`src/design/afr_pkg.sv`:
```
`timescale 1ns / 1ps
`default_nettype none
package afr_pkg;

    localparam int CNT_W   = 11;
    localparam int QDEPTH  = 4;

    typedef enum logic [1:0] {
        KIND_ACCEPT = 2'd0,
        KIND_REJECT = 2'd1,
        KIND_POP    = 2'd2,
        KIND_EMPTY  = 2'd3
    } kind_t;

    typedef enum logic [1:0] {
        FMT_PCM16 = 2'd0,
        FMT_PCM24 = 2'd1,
        FMT_PCM32 = 2'd2,
        FMT_FLT32 = 2'd3
    } fmt_t;

    localparam logic [1:0] REG_CHANNELS = 2'd0;
    localparam logic [1:0] REG_CAPACITY = 2'd1;

    localparam logic [3:0]       CH_RESET  = 4'd2;
    localparam logic [CNT_W-1:0] CAP_RESET = 11'd1024;

    // one job from the front to the converter
    typedef struct packed {
        kind_t            kind;
        logic [31:0]      raw;
        fmt_t             fmt;
        logic [2:0]       flags;
        logic             last;
        logic [CNT_W-1:0] used;
        logic [CNT_W-1:0] peak;
    } job_t;

    // one finished result
    typedef struct packed {
        kind_t            kind;
        logic [31:0]      sample;
        logic [2:0]       flags;
        logic             last;
        logic [CNT_W-1:0] used;
        logic [CNT_W-1:0] peak;
    } res_t;

endpackage
`default_nettype wire

```
`src/design/afr_queue.sv`:
```
`timescale 1ns / 1ps
`default_nettype none
module afr_queue
    import afr_pkg::*;
(
    input  wire logic clk,
    input  wire logic rst_n,
    input  wire logic push,
    input  job_t      push_data,
    output logic      push_ready,
    input  wire logic pop,
    output job_t      pop_data,
    output logic      pop_valid
);
    localparam int PW = $clog2(QDEPTH);

    job_t          mem_reg [QDEPTH];
    logic [PW-1:0] wp_reg, rp_reg;
    logic [PW:0]   cnt_reg;

    assign push_ready = (cnt_reg != (PW+1)'(QDEPTH));
    assign pop_valid  = (cnt_reg != '0);
    assign pop_data   = mem_reg[rp_reg];

    always_ff @(posedge clk)
    begin
        if (push && push_ready)
        begin
            mem_reg[wp_reg] <= push_data;
        end
    end

    always_ff @(posedge clk or negedge rst_n)
    begin
        if (!rst_n)
        begin
            wp_reg  <= '0;
            rp_reg  <= '0;
            cnt_reg <= '0;
        end
        else
        begin
            if (push && push_ready)
            begin
                wp_reg <= wp_reg + 1'b1;
            end
            if (pop && pop_valid)
            begin
                rp_reg <= rp_reg + 1'b1;
            end
            cnt_reg <= cnt_reg + (PW+1)'(push && push_ready) - (PW+1)'(pop && pop_valid);
        end
    end
endmodule
`default_nettype wire

```
`config.mk`:
```
export PLATFORM = sky130hd
export DESIGN_NAME = afr_queue
export DESIGN_NICKNAME = d
export VERILOG_FILES = /design/src/design/afr_pkg.sv /design/src/design/afr_queue.sv
export SDC_FILE = /design/constraint.sdc
export NUM_CORES = 1
export LEC_CHECK = 0
export ABC_AREA = 1
export ABC_CLOCK_PERIOD_IN_PS = 7300
export BUFFER_PORTS_ARGS = -buffer_cell sky130_fd_sc_hd__buf_4
export CAP_MARGIN = 20
export CORE_MARGIN = 2
export CORE_UTILIZATION = 39
export DETAILED_ROUTE_END_ITERATION = 16
export GPL_ROUTABILITY_DRIVEN = 0
export HOLD_SLACK_MARGIN = 0.15
export PLACE_DENSITY_LB_ADDON = 0.2
export SETUP_SLACK_MARGIN = 0.3
export SLEW_MARGIN = 40
export SYNTH_ARGS = -nofsm -noshare
export SYNTH_HDL_FRONTEND = slang
export SYNTH_SLANG_ARGS = --single-unit
```
`constraint.sdc`:
```
create_clock -name clk -period 7.3 [get_ports clk]
set_input_delay 0.73 -clock clk [delete_from_list [all_inputs] [get_ports clk]]
set_output_delay 0.73 -clock clk [all_outputs]
set_load 0.02 [all_outputs]
```
==> summary.txt <==
max reg flops: 248
FFs w/ async S/R, synth: 0.0275
antenna diode instance count: 0
clock transition at the registers of the reported paths: 0.06 ns
Crit path largest cell delay: 0.92 ns
Tcrit/Tclk final: 0.495
post-layout min period: 3.62 ns
pin count of the biggest net entering global routing: 111
Max Clock Skew: 0.00689 ns
post-synthesis cell type with the largest combined area: edfxtp_1
final hold vios: 0
RSZ-0062 raised after global routing: false
register area share after synthesis: 0.748
hold_ws: 0.412 ns
global route total overflow: 0
drt first pass iters: 6
clock sinks: 255
Worst slew margin: 0.460
EDFF count, synth: 248
Leak: 4.88 nW
power per cell area: 430 mW/mm²
HP Class: input port to flip-flop
status: complete, no violations
MaxCap Viol Count: 0
footprint of the multi-input gates: 0.00202 mm²
worst skew pair latency: 0.51 ns
port buffer count: 129
Area Overhead vs Synth: 20.5%
CTS Root Cell: clkbuf_16
Yosys cell types: 16
Place WS: 4.14 ns
placed cell area: 0.0114 mm²
slowest CP cell: dfrtp_4
initial core utilization: 0.394
DR WL/cell: 14.9 µm
Yosys reg bits: 255
WL final: 19.7 mm
GRT Total Usage: 0.143
Fin Setup TNS: 0 ns
post-layout instance area: 0.0123 mm²
TritonCTS clock tree: yes
Final Slew Violations: 0
Max Fclk: 277 MHz
Vias: 6113
DRC violations left: 0
synthesized instance count: 843
Primary FF master, synth: edfxtp_1
Final #Nets: 1042
Setup WS post-layout: 3.68 ns
worst-path cell chain: inv_2, buf_4, o21ai_0, nand2_1, buf_4
first-pass GRT wire length: 31.4 mm
cts bufs inserted: 27
CTS Buffer Depth: 3
crit start category: flip-flop
critical path class: flip-flop to output port
ANT nets after route: 0
Max IR drop VDD: 203 µV
vias in the first global route: 6036
Avg Cell Area, Syn: 12.1 µm²
Area contributors post-synth: edfxtp_1 (73%), nand2_1 (7.6%), o21ai_0 (5.0%)
Mapped Area: 0.0102 mm²
Final Setup Violations: 0
Synth top area share: 0.731
layout cell share with drive strength beyond 1: 0.178
Top Ports: 130
HPWL after DPL: 10.4 mm
H-tree depth: 1
WP data arrival: 2.89 ns
Storage cell area: 0.00763 mm²
First DRT Iteration DRCs: 379
fillers: 2348
most used cell, CP: buf_4
WP data required: 6.57 ns
Mapped Nets: 916
Commonest cells post-synth: edfxtp_1 (248), nand2_1 (205), nor2_1 (129)
worst-path maximum fanout: 80
full die area: 0.0274 mm²
die height: 166 µm
top-count cell post-synth: edfxtp_1
num rows: 59
crit end category: output port
Least-Margin Pin Slew: 0.811 ns
die outline width: 166 µm
Core ar.: 0.0258 mm²
initial antenna violation count: 0
yosys warns: 0
routed vias/inst: 4.62
[critical path, delay by kind of cell, from the launching register on]
| family | cells | cell delay, ns |
|---|---|---|
| and+or+nand+nor | 1 | 0.10 |
| buffers and inverters | 3 | 1.04 |
| DFF | 1 | 0.92 |
| AOI/OAI and AO/OA | 1 | 0.25 |
[path summary, 6_finish.rpt]
path,endpoint,depth (start not counted),start,slack [ns]
setup / recovery,pop_data[38],5,rp_reg[0],3.68
hold reg to reg,cnt_reg[0],1,cnt_reg[0],0.51
hold / removal,mem_reg[0][45],1,push_data[45],0.41
max in group asynchronous,rp_reg[0],2,rst_n,6.59
setup reg to reg,cnt_reg[2],10,cnt_reg[1],5.03
min in group asynchronous,wp_reg[0],2,rst_n,0.57
[routing by layer]
metal  share of wire  track usage  up-vias
li1                -            -     3074
met4           0.018       0.0325        0
met1            0.45        0.178     2887
met3           0.055       0.0366       26
met2            0.48        0.251      126
met5               0            0        -
[where the power goes]
| group | total, mW | switching, mW | leakage, nW | internal (mW) |
|---|---|---|---|---|
| sequential | 2.05 | 0.122 | 2.36 | 1.93 |
| combinational | 1.90 | 1.25 | 2.11 | 0.647 |
| clock | 1.34 | 0.522 | 0.418 | 0.814 |
[cell usage in the layout, fill, tap and decap left out]
cell type	count
nor2_1	125
fa_1	1
buf_4	131
nand3_1	5
nand2_1	205
ha_1	6
clkbuf_16	27
dlygate4sd3_1	1
clkinv_2	2
edfxtp_1	248
o21ai_0	101
inv_2	1
bufinv_16	4
inv_1	76
o21ai_1	23
buf_6	5
clkbuf_1	7
dfrtp_1	6
dfrtp_4	1
clkinv_1	8
nor2_4	4
inv_4	1
[through the flow]
step | power [mW] | util | cells
floorplan | 3.34 | - | 843
global placement | 4.01 | 0.441 | 1274
detailed placement | 4.02 | 0.441 | 1274
CTS | 5.37 | 0.475 | 1323
global route | 5.63 | 0.475 | 1323
finish | 5.28 | 0.475 | 1323
[kinds of logic after synthesis]
kind of cell | synth area share
AO/OA/AOI/OAI | 0.0609
adder cells (fa/ha/maj) | 0.00933
buffers and inverters | 0.0562
flip-flops | 0.748
AND/OR/NAND/NOR | 0.125
[cell type report]
type / count / area share
flip-flops and latches: 255 / 0.621
multi-input cells: 470 / 0.165
repair buffers: 137 / 0.0855
clock buffers: 34 / 0.0572
well taps: 335 / 0.0341
inverters: 78 / 0.0241
clock inverters: 14 / 0.0130
[repair_timing]
action                    4_1_cts  5_1_grt
resized for setup               0        0
hold endpoints to repair        7        0
setup buffers                   0        0
hold buffers                    1        0
(Power assumes the default switching activity.)
