<file path="src/design/afr_pkg.sv">
`timescale 1ns / 1ps
`default_nettype none
package afr_pkg;

    localparam int CNT_W   = 11;
    localparam int QDEPTH  = 4;

    typedef enum logic [1:0] {
        KIND_ACCEPT = 2'd0,
        KIND_REJECT = 2'd1,
        KIND_POP    = 2'd2,
        KIND_EMPTY  = 2'd3
    } kind_t;

    typedef enum logic [1:0] {
        FMT_PCM16 = 2'd0,
        FMT_PCM24 = 2'd1,
        FMT_PCM32 = 2'd2,
        FMT_FLT32 = 2'd3
    } fmt_t;

    localparam logic [1:0] REG_CHANNELS = 2'd0;
    localparam logic [1:0] REG_CAPACITY = 2'd1;

    localparam logic [3:0]       CH_RESET  = 4'd2;
    localparam logic [CNT_W-1:0] CAP_RESET = 11'd1024;

    // one job from the front to the converter
    typedef struct packed {
        kind_t            kind;
        logic [31:0]      raw;
        fmt_t             fmt;
        logic [2:0]       flags;
        logic             last;
        logic [CNT_W-1:0] used;
        logic [CNT_W-1:0] peak;
    } job_t;

    // one finished result
    typedef struct packed {
        kind_t            kind;
        logic [31:0]      sample;
        logic [2:0]       flags;
        logic             last;
        logic [CNT_W-1:0] used;
        logic [CNT_W-1:0] peak;
    } res_t;

endpackage
`default_nettype wire

</file>
<file path="src/design/afr_back.sv">
`timescale 1ns / 1ps
`default_nettype none
module afr_back
    import afr_pkg::*;
(
    input  wire logic clk,
    input  wire logic rst_n,
    input  job_t      q_data,
    input  wire logic q_valid,
    output logic      q_pop,
    output res_t      res,
    output logic      res_valid,
    input  wire logic res_ready
);
    typedef enum logic [1:0] { B_IDLE, B_NORM, B_OUT } state_t;

    state_t      state_reg;
    res_t        res_reg;
    logic [31:0] mag_reg;
    logic [4:0]  p_reg;
    logic [7:0]  ebias_reg;
    logic        sign_reg;

    logic [31:0] v, mag;
    logic [7:0]  ebias;
    logic [24:0] keep;
    logic [7:0]  rem;
    logic [7:0]  expo;

    assign q_pop     = (state_reg == B_IDLE) && q_valid;
    assign res_valid = (state_reg == B_OUT);
    assign res       = res_reg;

    always_comb
    begin
        case (q_data.fmt)
            FMT_PCM16: begin v = {{16{q_data.raw[15]}}, q_data.raw[15:0]}; ebias = 8'd112; end
            FMT_PCM24: begin v = {{8{q_data.raw[23]}}, q_data.raw[23:0]};  ebias = 8'd104; end
            default:   begin v = q_data.raw;                                ebias = 8'd96;  end
        endcase
        mag = v[31] ? (32'd0 - v) : v;
        // normalized: bits below the 24-bit mantissa round to nearest, ties to even
        rem  = mag_reg[7:0];
        keep = {1'b0, mag_reg[31:8]};
        if (rem > 8'h80 || (rem == 8'h80 && keep[0]))
            keep = keep + 25'd1;
        expo = 8'(p_reg) + ebias_reg;
        if (keep[24])
        begin
            keep = keep >> 1;
            expo = expo + 8'd1;
        end
    end

    always_ff @(posedge clk or negedge rst_n)
    begin
        if (!rst_n)
        begin
            state_reg <= B_IDLE;
            res_reg   <= '0;
            mag_reg   <= '0;
            p_reg     <= '0;
            ebias_reg <= '0;
            sign_reg  <= 1'b0;
        end
        else
        begin
            case (state_reg)
                B_IDLE:
                begin
                    if (q_valid)
                    begin
                        res_reg.kind   <= q_data.kind;
                        res_reg.flags  <= q_data.flags;
                        res_reg.last   <= q_data.last;
                        res_reg.used   <= q_data.used;
                        res_reg.peak   <= q_data.peak;
                        if (q_data.kind == KIND_POP && !q_data.flags[0] &&
                            q_data.fmt != FMT_FLT32 && mag != '0)
                        begin
                            res_reg.sample <= '0;
                            mag_reg        <= mag;
                            p_reg          <= 5'd31;
                            ebias_reg      <= ebias;
                            sign_reg       <= v[31];
                            state_reg      <= B_NORM;
                        end
                        else
                        begin
                            if (q_data.kind == KIND_POP && !q_data.flags[0] &&
                                q_data.fmt == FMT_FLT32)
                                res_reg.sample <= q_data.raw;
                            else
                                res_reg.sample <= '0;
                            state_reg <= B_OUT;
                        end
                    end
                end
                B_NORM:
                begin
                    if (mag_reg[31:24] == 8'd0)
                    begin
                        mag_reg <= mag_reg << 8;
                        p_reg   <= p_reg - 5'd8;
                    end
                    else if (!mag_reg[31])
                    begin
                        mag_reg <= mag_reg << 1;
                        p_reg   <= p_reg - 5'd1;
                    end
                    else
                    begin
                        res_reg.sample <= {sign_reg, expo, keep[22:0]};
                        state_reg      <= B_OUT;
                    end
                end
                B_OUT:
                begin
                    if (res_ready)
                        state_reg <= B_IDLE;
                end
                default:
                begin
                    state_reg <= B_IDLE;
                end
            endcase
        end
    end
endmodule
`default_nettype wire

</file>
<file path="config.mk">
export PLATFORM = sky130hd
export DESIGN_NAME = afr_back
export DESIGN_NICKNAME = d
export VERILOG_FILES = /design/src/design/afr_pkg.sv /design/src/design/afr_back.sv
export SDC_FILE = /design/constraint.sdc
export NUM_CORES = 1
export LEC_CHECK = 0
export ABC_CLOCK_PERIOD_IN_PS = 2700
export BUFFER_PORTS_ARGS = -buffer_cell sky130_fd_sc_hd__buf_2
export CAP_MARGIN = 20
export CORE_AREA = 5 5 159 161
export DETAILED_ROUTE_END_ITERATION = 8
export DIE_AREA = 0 0 164 166
export PLACE_DENSITY = 0.5
export SLEW_MARGIN = 20
export SYNTH_ARGS = -nofsm -noshare
export SYNTH_HDL_FRONTEND = slang
export SYNTH_SLANG_ARGS = --single-unit
</file>
<file path="constraint.sdc">
create_clock -name clk -period 2.7 [get_ports clk]
set_clock_uncertainty 0.15 [all_clocks]
set_input_delay 0.27 -clock clk [delete_from_list [all_inputs] [get_ports clk]]
set_output_delay 0.27 -clock clk [all_outputs]
set_load 0.02 [all_outputs]
</file>
==> impl_metrics.yaml, run 1 <==
run_status:
  status: "finished with violations"
  violations: "negative setup slack"
sta:
  slew_violations: 0
  setup_tns_ns: -14.29
  post-route-min-period_ns: 3.15
  rsz0062_at_grt: "yes"
  max_slew_margin_pct: 62.5
  setup_violations: 44
  fin_crit_sh_pct: 117
  hold_viol: 0
  worst_slew_pin_slew_ns: 0.563
  worst_slack_ns: -0.452
  max_freq_ghz: 0.317
logic_synthesis:
  ys_types: 75
  synthTopCellsByArea: "dfrtp_1 (37%), mux2_2 (6.4%), nor2_1 (4.8%), a21oi_1 (4.7%), mux2_1 (3.2%)"
  synth.top_cell.area_share_pct: 36.7
  synthMuxAreaShare_pct: 10.6
  synth.most_common_cell: "dfrtp_1"
  synth_top_cell_by_area: "dfrtp_1"
  synth_xor_area_share_pct: 6.24
  synth_nets: 867
  seq_area_frac_synth_pct: 36.7
  postSynthCellCount: 793
  synth_top_family_by_area: "simple AND/OR/NAND/NOR gates"
  yosys_warnings: 0
  synth-edff-count: 0
  synth_async_sr_flop_share_pct: 100
  ys_seq_elements: 103
  synthAdderAreaFrac_pct: 1.53
  synth_commonest_cells: "dfrtp_1 (103), nor2_1 (90), a21oi_1 (66), clkbuf_1 (55), nand2_1 (48)"
  synth-simple-area-share_pct: 20.8
  synth_top_flop_cell: "dfrtp_1"
  synth_compound_area_share_pct: 18.8
  synth_area_um2: 7020
  synth_area_per_cell_um2: 8.85
floorplanning:
  io_pins: 128
  die_width_um: 164
  die_h_um: 166
  num_rows: 57
  start_util_pct: 29.5
  core_area_um2: 23800
  die_area_um2: 27200
placement:
  dp.cells: 1365
  dp_hpwl_um: 21400
  gp_congestion: 0.915
  place_area_um2: 9330
  io_buffers: 127
detailed_routing:
  drt-vias-per-instance: 5.23
  ant_nets: 0
  drc: 0
  wl_per_cell_um: 19.7
  drt-initial-drc-count: 561
  vias: 7436
  dr.pass1.iters: 5
  routed_wl_um: 28000
pwr:
  p_leak_uw: 0.00463
  p_comb_share_pct: 50.1
  pwr-share-seq_pct: 33.1
  internal-power_uw: 4720
  switching_share_pct: 42.6
  irDropWorstVdd_v: 0.000421
  p_clk_share_pct: 16.8
  switching_power_uw: 3500
  powerDensity_nw_per_um2: 804
job:
  cap_viol_max_count: 0
clocking:
  cts_root_buf: "clkbuf_16"
  path_clk_slew_ns: 0.08
  cts_buffer_depth: 2
  tritoncts: "yes"
  ctsHtreeMaxLevel: 3
  cts_sinks: 103
  numCtsBuffers: 9
  clock_latency_ns: 0.36
worst_setup_path:
  cp_max_fo: 20
  cp-end-kind: "register"
  crit_type: "in2reg"
  crit_path_start_kind: "primary input"
  arrival_ns: 3.24
  cp.required_ns: 2.79
final_layout:
  fin_cells: 1423
  largest_reg_flops: 60
  area_delta_synth_final_pct: 45.7
  final_layout_size_suffix_gt1_share_pct: 39.4
  nNetsFinal: 1168
  fin_area_um2: 10200
  diodes: 0
global_route:
  antenna_found_initial: 0
  grt_pass1_vias: 7553
  grt-busiest-layer: "met2"
  grt_util_met1_pct: 26.7
  grt_overflow: 0
  grt_util_met3_pct: 3.35
  grt_start_max_net_pins: 65
  gr-usage-met2_pct: 33.2
  grt_pass1_wl_um: 43000
  grt_usage_pct: 20.2
min_path:
  hold_class: "in2reg"
## final timing paths
| check | start | end | slack [ns] | cells after the start |
|---|---|---|---|---|
| min in group asynchronous | rst_n | res[37] | 0.27 | 2 |
| setup reg to reg | mag_reg[14] | res[27] | 0 | 11 |
| hold / removal | res_ready | state_reg[1] | 0.04 | 3 |
| hold reg to reg | res[36] | res[36] | 0.35 | 2 |
| setup / recovery | q_data[29] | mag_reg[28] | -0.45 | 13 |
| max in group asynchronous | rst_n | state_reg[0] | 1.36 | 3 |
## metrics by stage
step / util, % / setup WS, ns / total power, uW / hold slack (ns)
6_report: 42.9 / -0.452 / 8220 / 0.0447
5_1_grt: 42.9 / -0.499 / 8750 / 0.0367
4_1_cts: 42.3 / -0.374 / 8190 / 0.0269
3_5_place_dp: 39.2 / -0.914 / 6700 / 0.153
3_3_place_gp: 39.2 / -0.789 / 6650 / 0.149
2_1_floorplan: - / -0.544 / 4950 / -0.176
## layer usage
layer  part of all wire [%]  vias to the layer above
met5                      0                        -
met4                    3.3                        0
met3                    5.9                       52
met2                     48                      272
met1                     43                     3587
li1                       -                     3525
## cell type report
type                            count  area [um2]
Timing Repair Buffer              358        2550
Fill cell                        2414       13600
Sequential cell                   103        2580
Clock buffer                        9         225
Clock inverter                      7        91.3
Inverter                           23        86.3
Multi-Input combinational cell    599        4290
Tap cell                          324         405
## power groups by stage
stage	sequential (uW)	combinational, uW	clock, uW
floorplan	3220	1730	0
global route	2810	4460	1480
CTS	2710	4050	1420
detailed placement	2730	3970	0
finish	2720	4120	1380
global placement	2720	3940	0
## kinds of logic (layout without fill, tap and decap cells)
logic type / count (synthesis) / after routing
mux: 67 / 67
compound gates: 196 / 196
simple gates: 278 / 278
xor+xnor: 50 / 50
flops: 103 / 103
buf+inv: 91 / 397
fa+ha+maj: 8 / 8
## worst max-delay path: stages
cell       delay (ns)
buf_8            0.10
buf_6            0.10
or4_4            0.51
buf_4            0.17
nor3_4           0.18
and4b_1          0.24
mux2_1           0.17
a21bo_1          0.24
a2111oi_4        0.32
nand4_4          0.18
a21oi_4          0.19
buf_12           0.20
mux2_1           0.34
## placed cells by master, fill, tap and decap left out, types with 19 or more instances in the layout
cell type and n:
a21oi_1 65, buf_4 190, dlygate4sd3_1 29, xnor2_1 24, nand2_1 43, and3_1 19, nor2_1 87, inv_1 23
buf_2 126, dfrtp_1 103, o21ai_0 22, nand3_1 21, mux2_2 36, xor2_1 25
## what timing repair did
action | CTS | global route
endpoints found under the hold margin | 67 | 0
resized for setup | 25 | 21
pin swaps | 2 | 13
endpoints found under the setup margin | 44 | 54
setup buffers | 5 | 10
hold buffers | 29 | 0
Note: power is estimated with default switching activity, not from simulation.
==> run 2: changes to the inputs <==
--- a/config.mk
+++ b/config.mk
@@ -8,10 +8,12 @@
 export ABC_CLOCK_PERIOD_IN_PS = 2700
 export BUFFER_PORTS_ARGS = -buffer_cell sky130_fd_sc_hd__buf_2
 export CAP_MARGIN = 20
+export CELL_PAD_IN_SITES_DETAIL_PLACEMENT = 0
+export CELL_PAD_IN_SITES_GLOBAL_PLACEMENT = 2
 export CORE_AREA = 5 5 159 161
 export DETAILED_ROUTE_END_ITERATION = 8
 export DIE_AREA = 0 0 164 166
-export PLACE_DENSITY = 0.5
+export PLACE_DENSITY = 0.75
 export SLEW_MARGIN = 20
 export SYNTH_ARGS = -nofsm -noshare
 export SYNTH_HDL_FRONTEND = slang
==> run 2 against run 1 <==
The flow still finishes with violations (negative setup slack); cell area about the same; via count down 1.0%; sequential share of layout area about the same; clock power up 7%; combinational power down 1%; routed wire length down 1.4%; first-iteration DRC count down 12%; die area unchanged; hold slack worse by 0.0037 ns; setup slack worse by 0.061 ns; largest cell class unchanged; largest power group unchanged.
==> impl_metrics.yaml, run 2 (synthesized netlist as in run 1, its figures left out) <==
final_layout:
  diodes: 0
  mostFrequentLayoutCell: "buf_4"
  largest_reg_flops: 60
  final_cell_mix: "buf_4 (197), buf_2 (125), dfrtp_1 (102), nor2_1 (88), a21oi_1 (65)"
  nFillCells: 2452
  area_delta_synth_final_pct: 45.5
  fin_area_um2: 10200
  final_layout_size_suffix_gt1_share_pct: 39.8
  register_area_um2: 2580
  nNetsFinal: 1173
  multi_input_area_um2: 4260
global_route:
  grt_overflow: 0
  antenna_found_initial: 0
  grt_start_max_net_pins: 58
  grt_pass1_vias: 7469
  grt_usage_pct: 20.0
  grt_pass1_wl_um: 42600
placement:
  gp_congestion: 0.851
  io_buffers: 127
  place_area_um2: 9280
  dp_hpwl_um: 21200
worst_setup_path:
  rrSetupSlack_ns: 0.13
  cp_max_fo: 22
  cp.required_ns: 2.80
  r2r_cells: 10
  crit_path_start_kind: "primary input"
  cp-end-kind: "register"
  r2r_start: "mag_reg[14]"
  r2r-end: "res[55]"
  arrival_ns: 3.31
  crit_type: "in2reg"
detailed_routing:
  vias: 7358
  drt-vias-per-instance: 5.15
  drc: 0
  wl_per_cell_um: 19.3
  ant_nets: 0
  routed_wl_um: 27600
  dr.pass1.iters: 5
  drt-initial-drc-count: 491
pwr:
  p_leak_uw: 0.00468
  internal-power_uw: 4780
  powerDensity_nw_per_um2: 808
  pwr-share-seq_pct: 32.9
  p_clk_share_pct: 17.9
  irDropWorstVdd_v: 0.000491
  power.total_uw: 8250
  p_comb_share_pct: 49.2
  switching_power_uw: 3470
  switching_share_pct: 42.1
sta:
  max_freq_ghz: 0.311
  setup_violations: 43
  post-route-min-period_ns: 3.21
  fin_crit_sh_pct: 119
  rsz0062_at_grt: "yes"
  slew_violations: 0
  worst_slew_pin_slew_ns: 0.593
  worst_slack_ns: -0.512
  max_slew_margin_pct: 60.5
  hold_viol: 0
floorplanning:
  die_h_um: 166
  core_area_um2: 23800
  die_width_um: 164
  die_area_um2: 27200
  io_pins: 128
  start_util_pct: 29.5
  num_rows: 57
clocking:
  path_clk_slew_ns: 0.08
  cts_buffer_depth: 2
  clock_latency_ns: 0.37
  tritoncts: "yes"
  ctsHtreeMaxLevel: 3
  cts_root_buf: "clkbuf_16"
  numCtsBuffers: 9
  cts_sinks: 103
run_status:
  status: "finished with violations"
  violations: "negative setup slack"
job:
  cap_viol_max_count: 0
min_path:
  hold_start: "res_ready"
  hold_class: "in2reg"
  hold_path_end: "state_reg[1]"
  hold_depth: 3
-- run 2: cell types whose count changed in the layout (fill, tap and decap cells not counted), sizes merged --
cell	previous run	this run
bufinv	0	1
inv	24	26
clkinv	6	3
buf	329	334
-- run 2: critical path: stages --
cell       delay, ns
buf_8           0.10
buf_6           0.11
or4_4           0.53
buf_4           0.16
nor3_4          0.16
and4b_1         0.23
mux2_2          0.23
a21bo_1         0.25
a2111oi_4       0.33
nand4_4         0.16
a21oi_4         0.22
buf_12          0.21
mux2_1          0.34
-- run 2: through the flow --
stage	TNS, ns	setup WS (ns)	utilization, %	hold WS, ns	instances
after detailed placement	-37.53	-0.954	39.0	0.158	1366
after global placement	-34.16	-0.855	39.0	0.154	1366
after CTS	-17.63	-0.488	42.1	0.0265	1416
after floorplan	-17.85	-0.544	-	-0.176	793
final	-18.04	-0.512	42.9	0.0410	1428
after global routing	-21.95	-0.616	42.9	0.0337	1428
-- run 2: layer usage --
layer | wire length, um | up-vias | GRT usage (%)
met4 | 869 | 0 | 6.35
met2 | 12900 | 276 | 32.1
met1 | 12100 | 3522 | 26.5
li1 | - | 3521 | -
met3 | 1750 | 39 | 4.82
met5 | 0 | - | 0
-- run 2: area by class of cell --
type / count / area share, %
Sequential cell: 103 / 25.2
Multi-Input combinational cell: 599 / 41.7
Inverter: 23 / 0.845
Clock inverter: 7 / 1.08
Clock buffer: 9 / 2.20
Timing Repair Buffer: 363 / 25.0
Tap cell: 324 / 3.97
-- run 2: power by group through the flow --
stage | logic [uW] | registers, uW | clock network [uW]
2_1_floorplan | 1730 | 3220 | 0
3_3_place_gp | 3870 | 2710 | 0
3_5_place_dp | 3870 | 2740 | 0
4_1_cts | 3980 | 2720 | 1510
5_1_grt | 4410 | 2810 | 1570
6_report | 4060 | 2720 | 1480
-- run 2: worst max-delay path by stage --
| stage | start | to | slack (ns) | depth (start not counted) |
|---|---|---|---|---|
| after global placement | q_data[28] | mag_reg[26] | -0.86 | 13 |
| after detailed placement | q_data[28] | mag_reg[26] | -0.95 | 13 |
| after CTS | q_data[28] | mag_reg[29] | -0.49 | 13 |
| after floorplan | q_data[31] | mag_reg[25] | -0.54 | 12 |
| after global routing | q_data[28] | mag_reg[19] | -0.62 | 12 |
| final | q_data[28] | mag_reg[13] | -0.51 | 13 |
-- run 2: what timing repair did --
item	CTS	global route
endpoints found under the hold margin	66	0
setup buffers	4	11
endpoints found under the setup margin	43	55
pin swaps	3	9
resized for setup	21	25
hold buffers	29	0
cloned	1	1
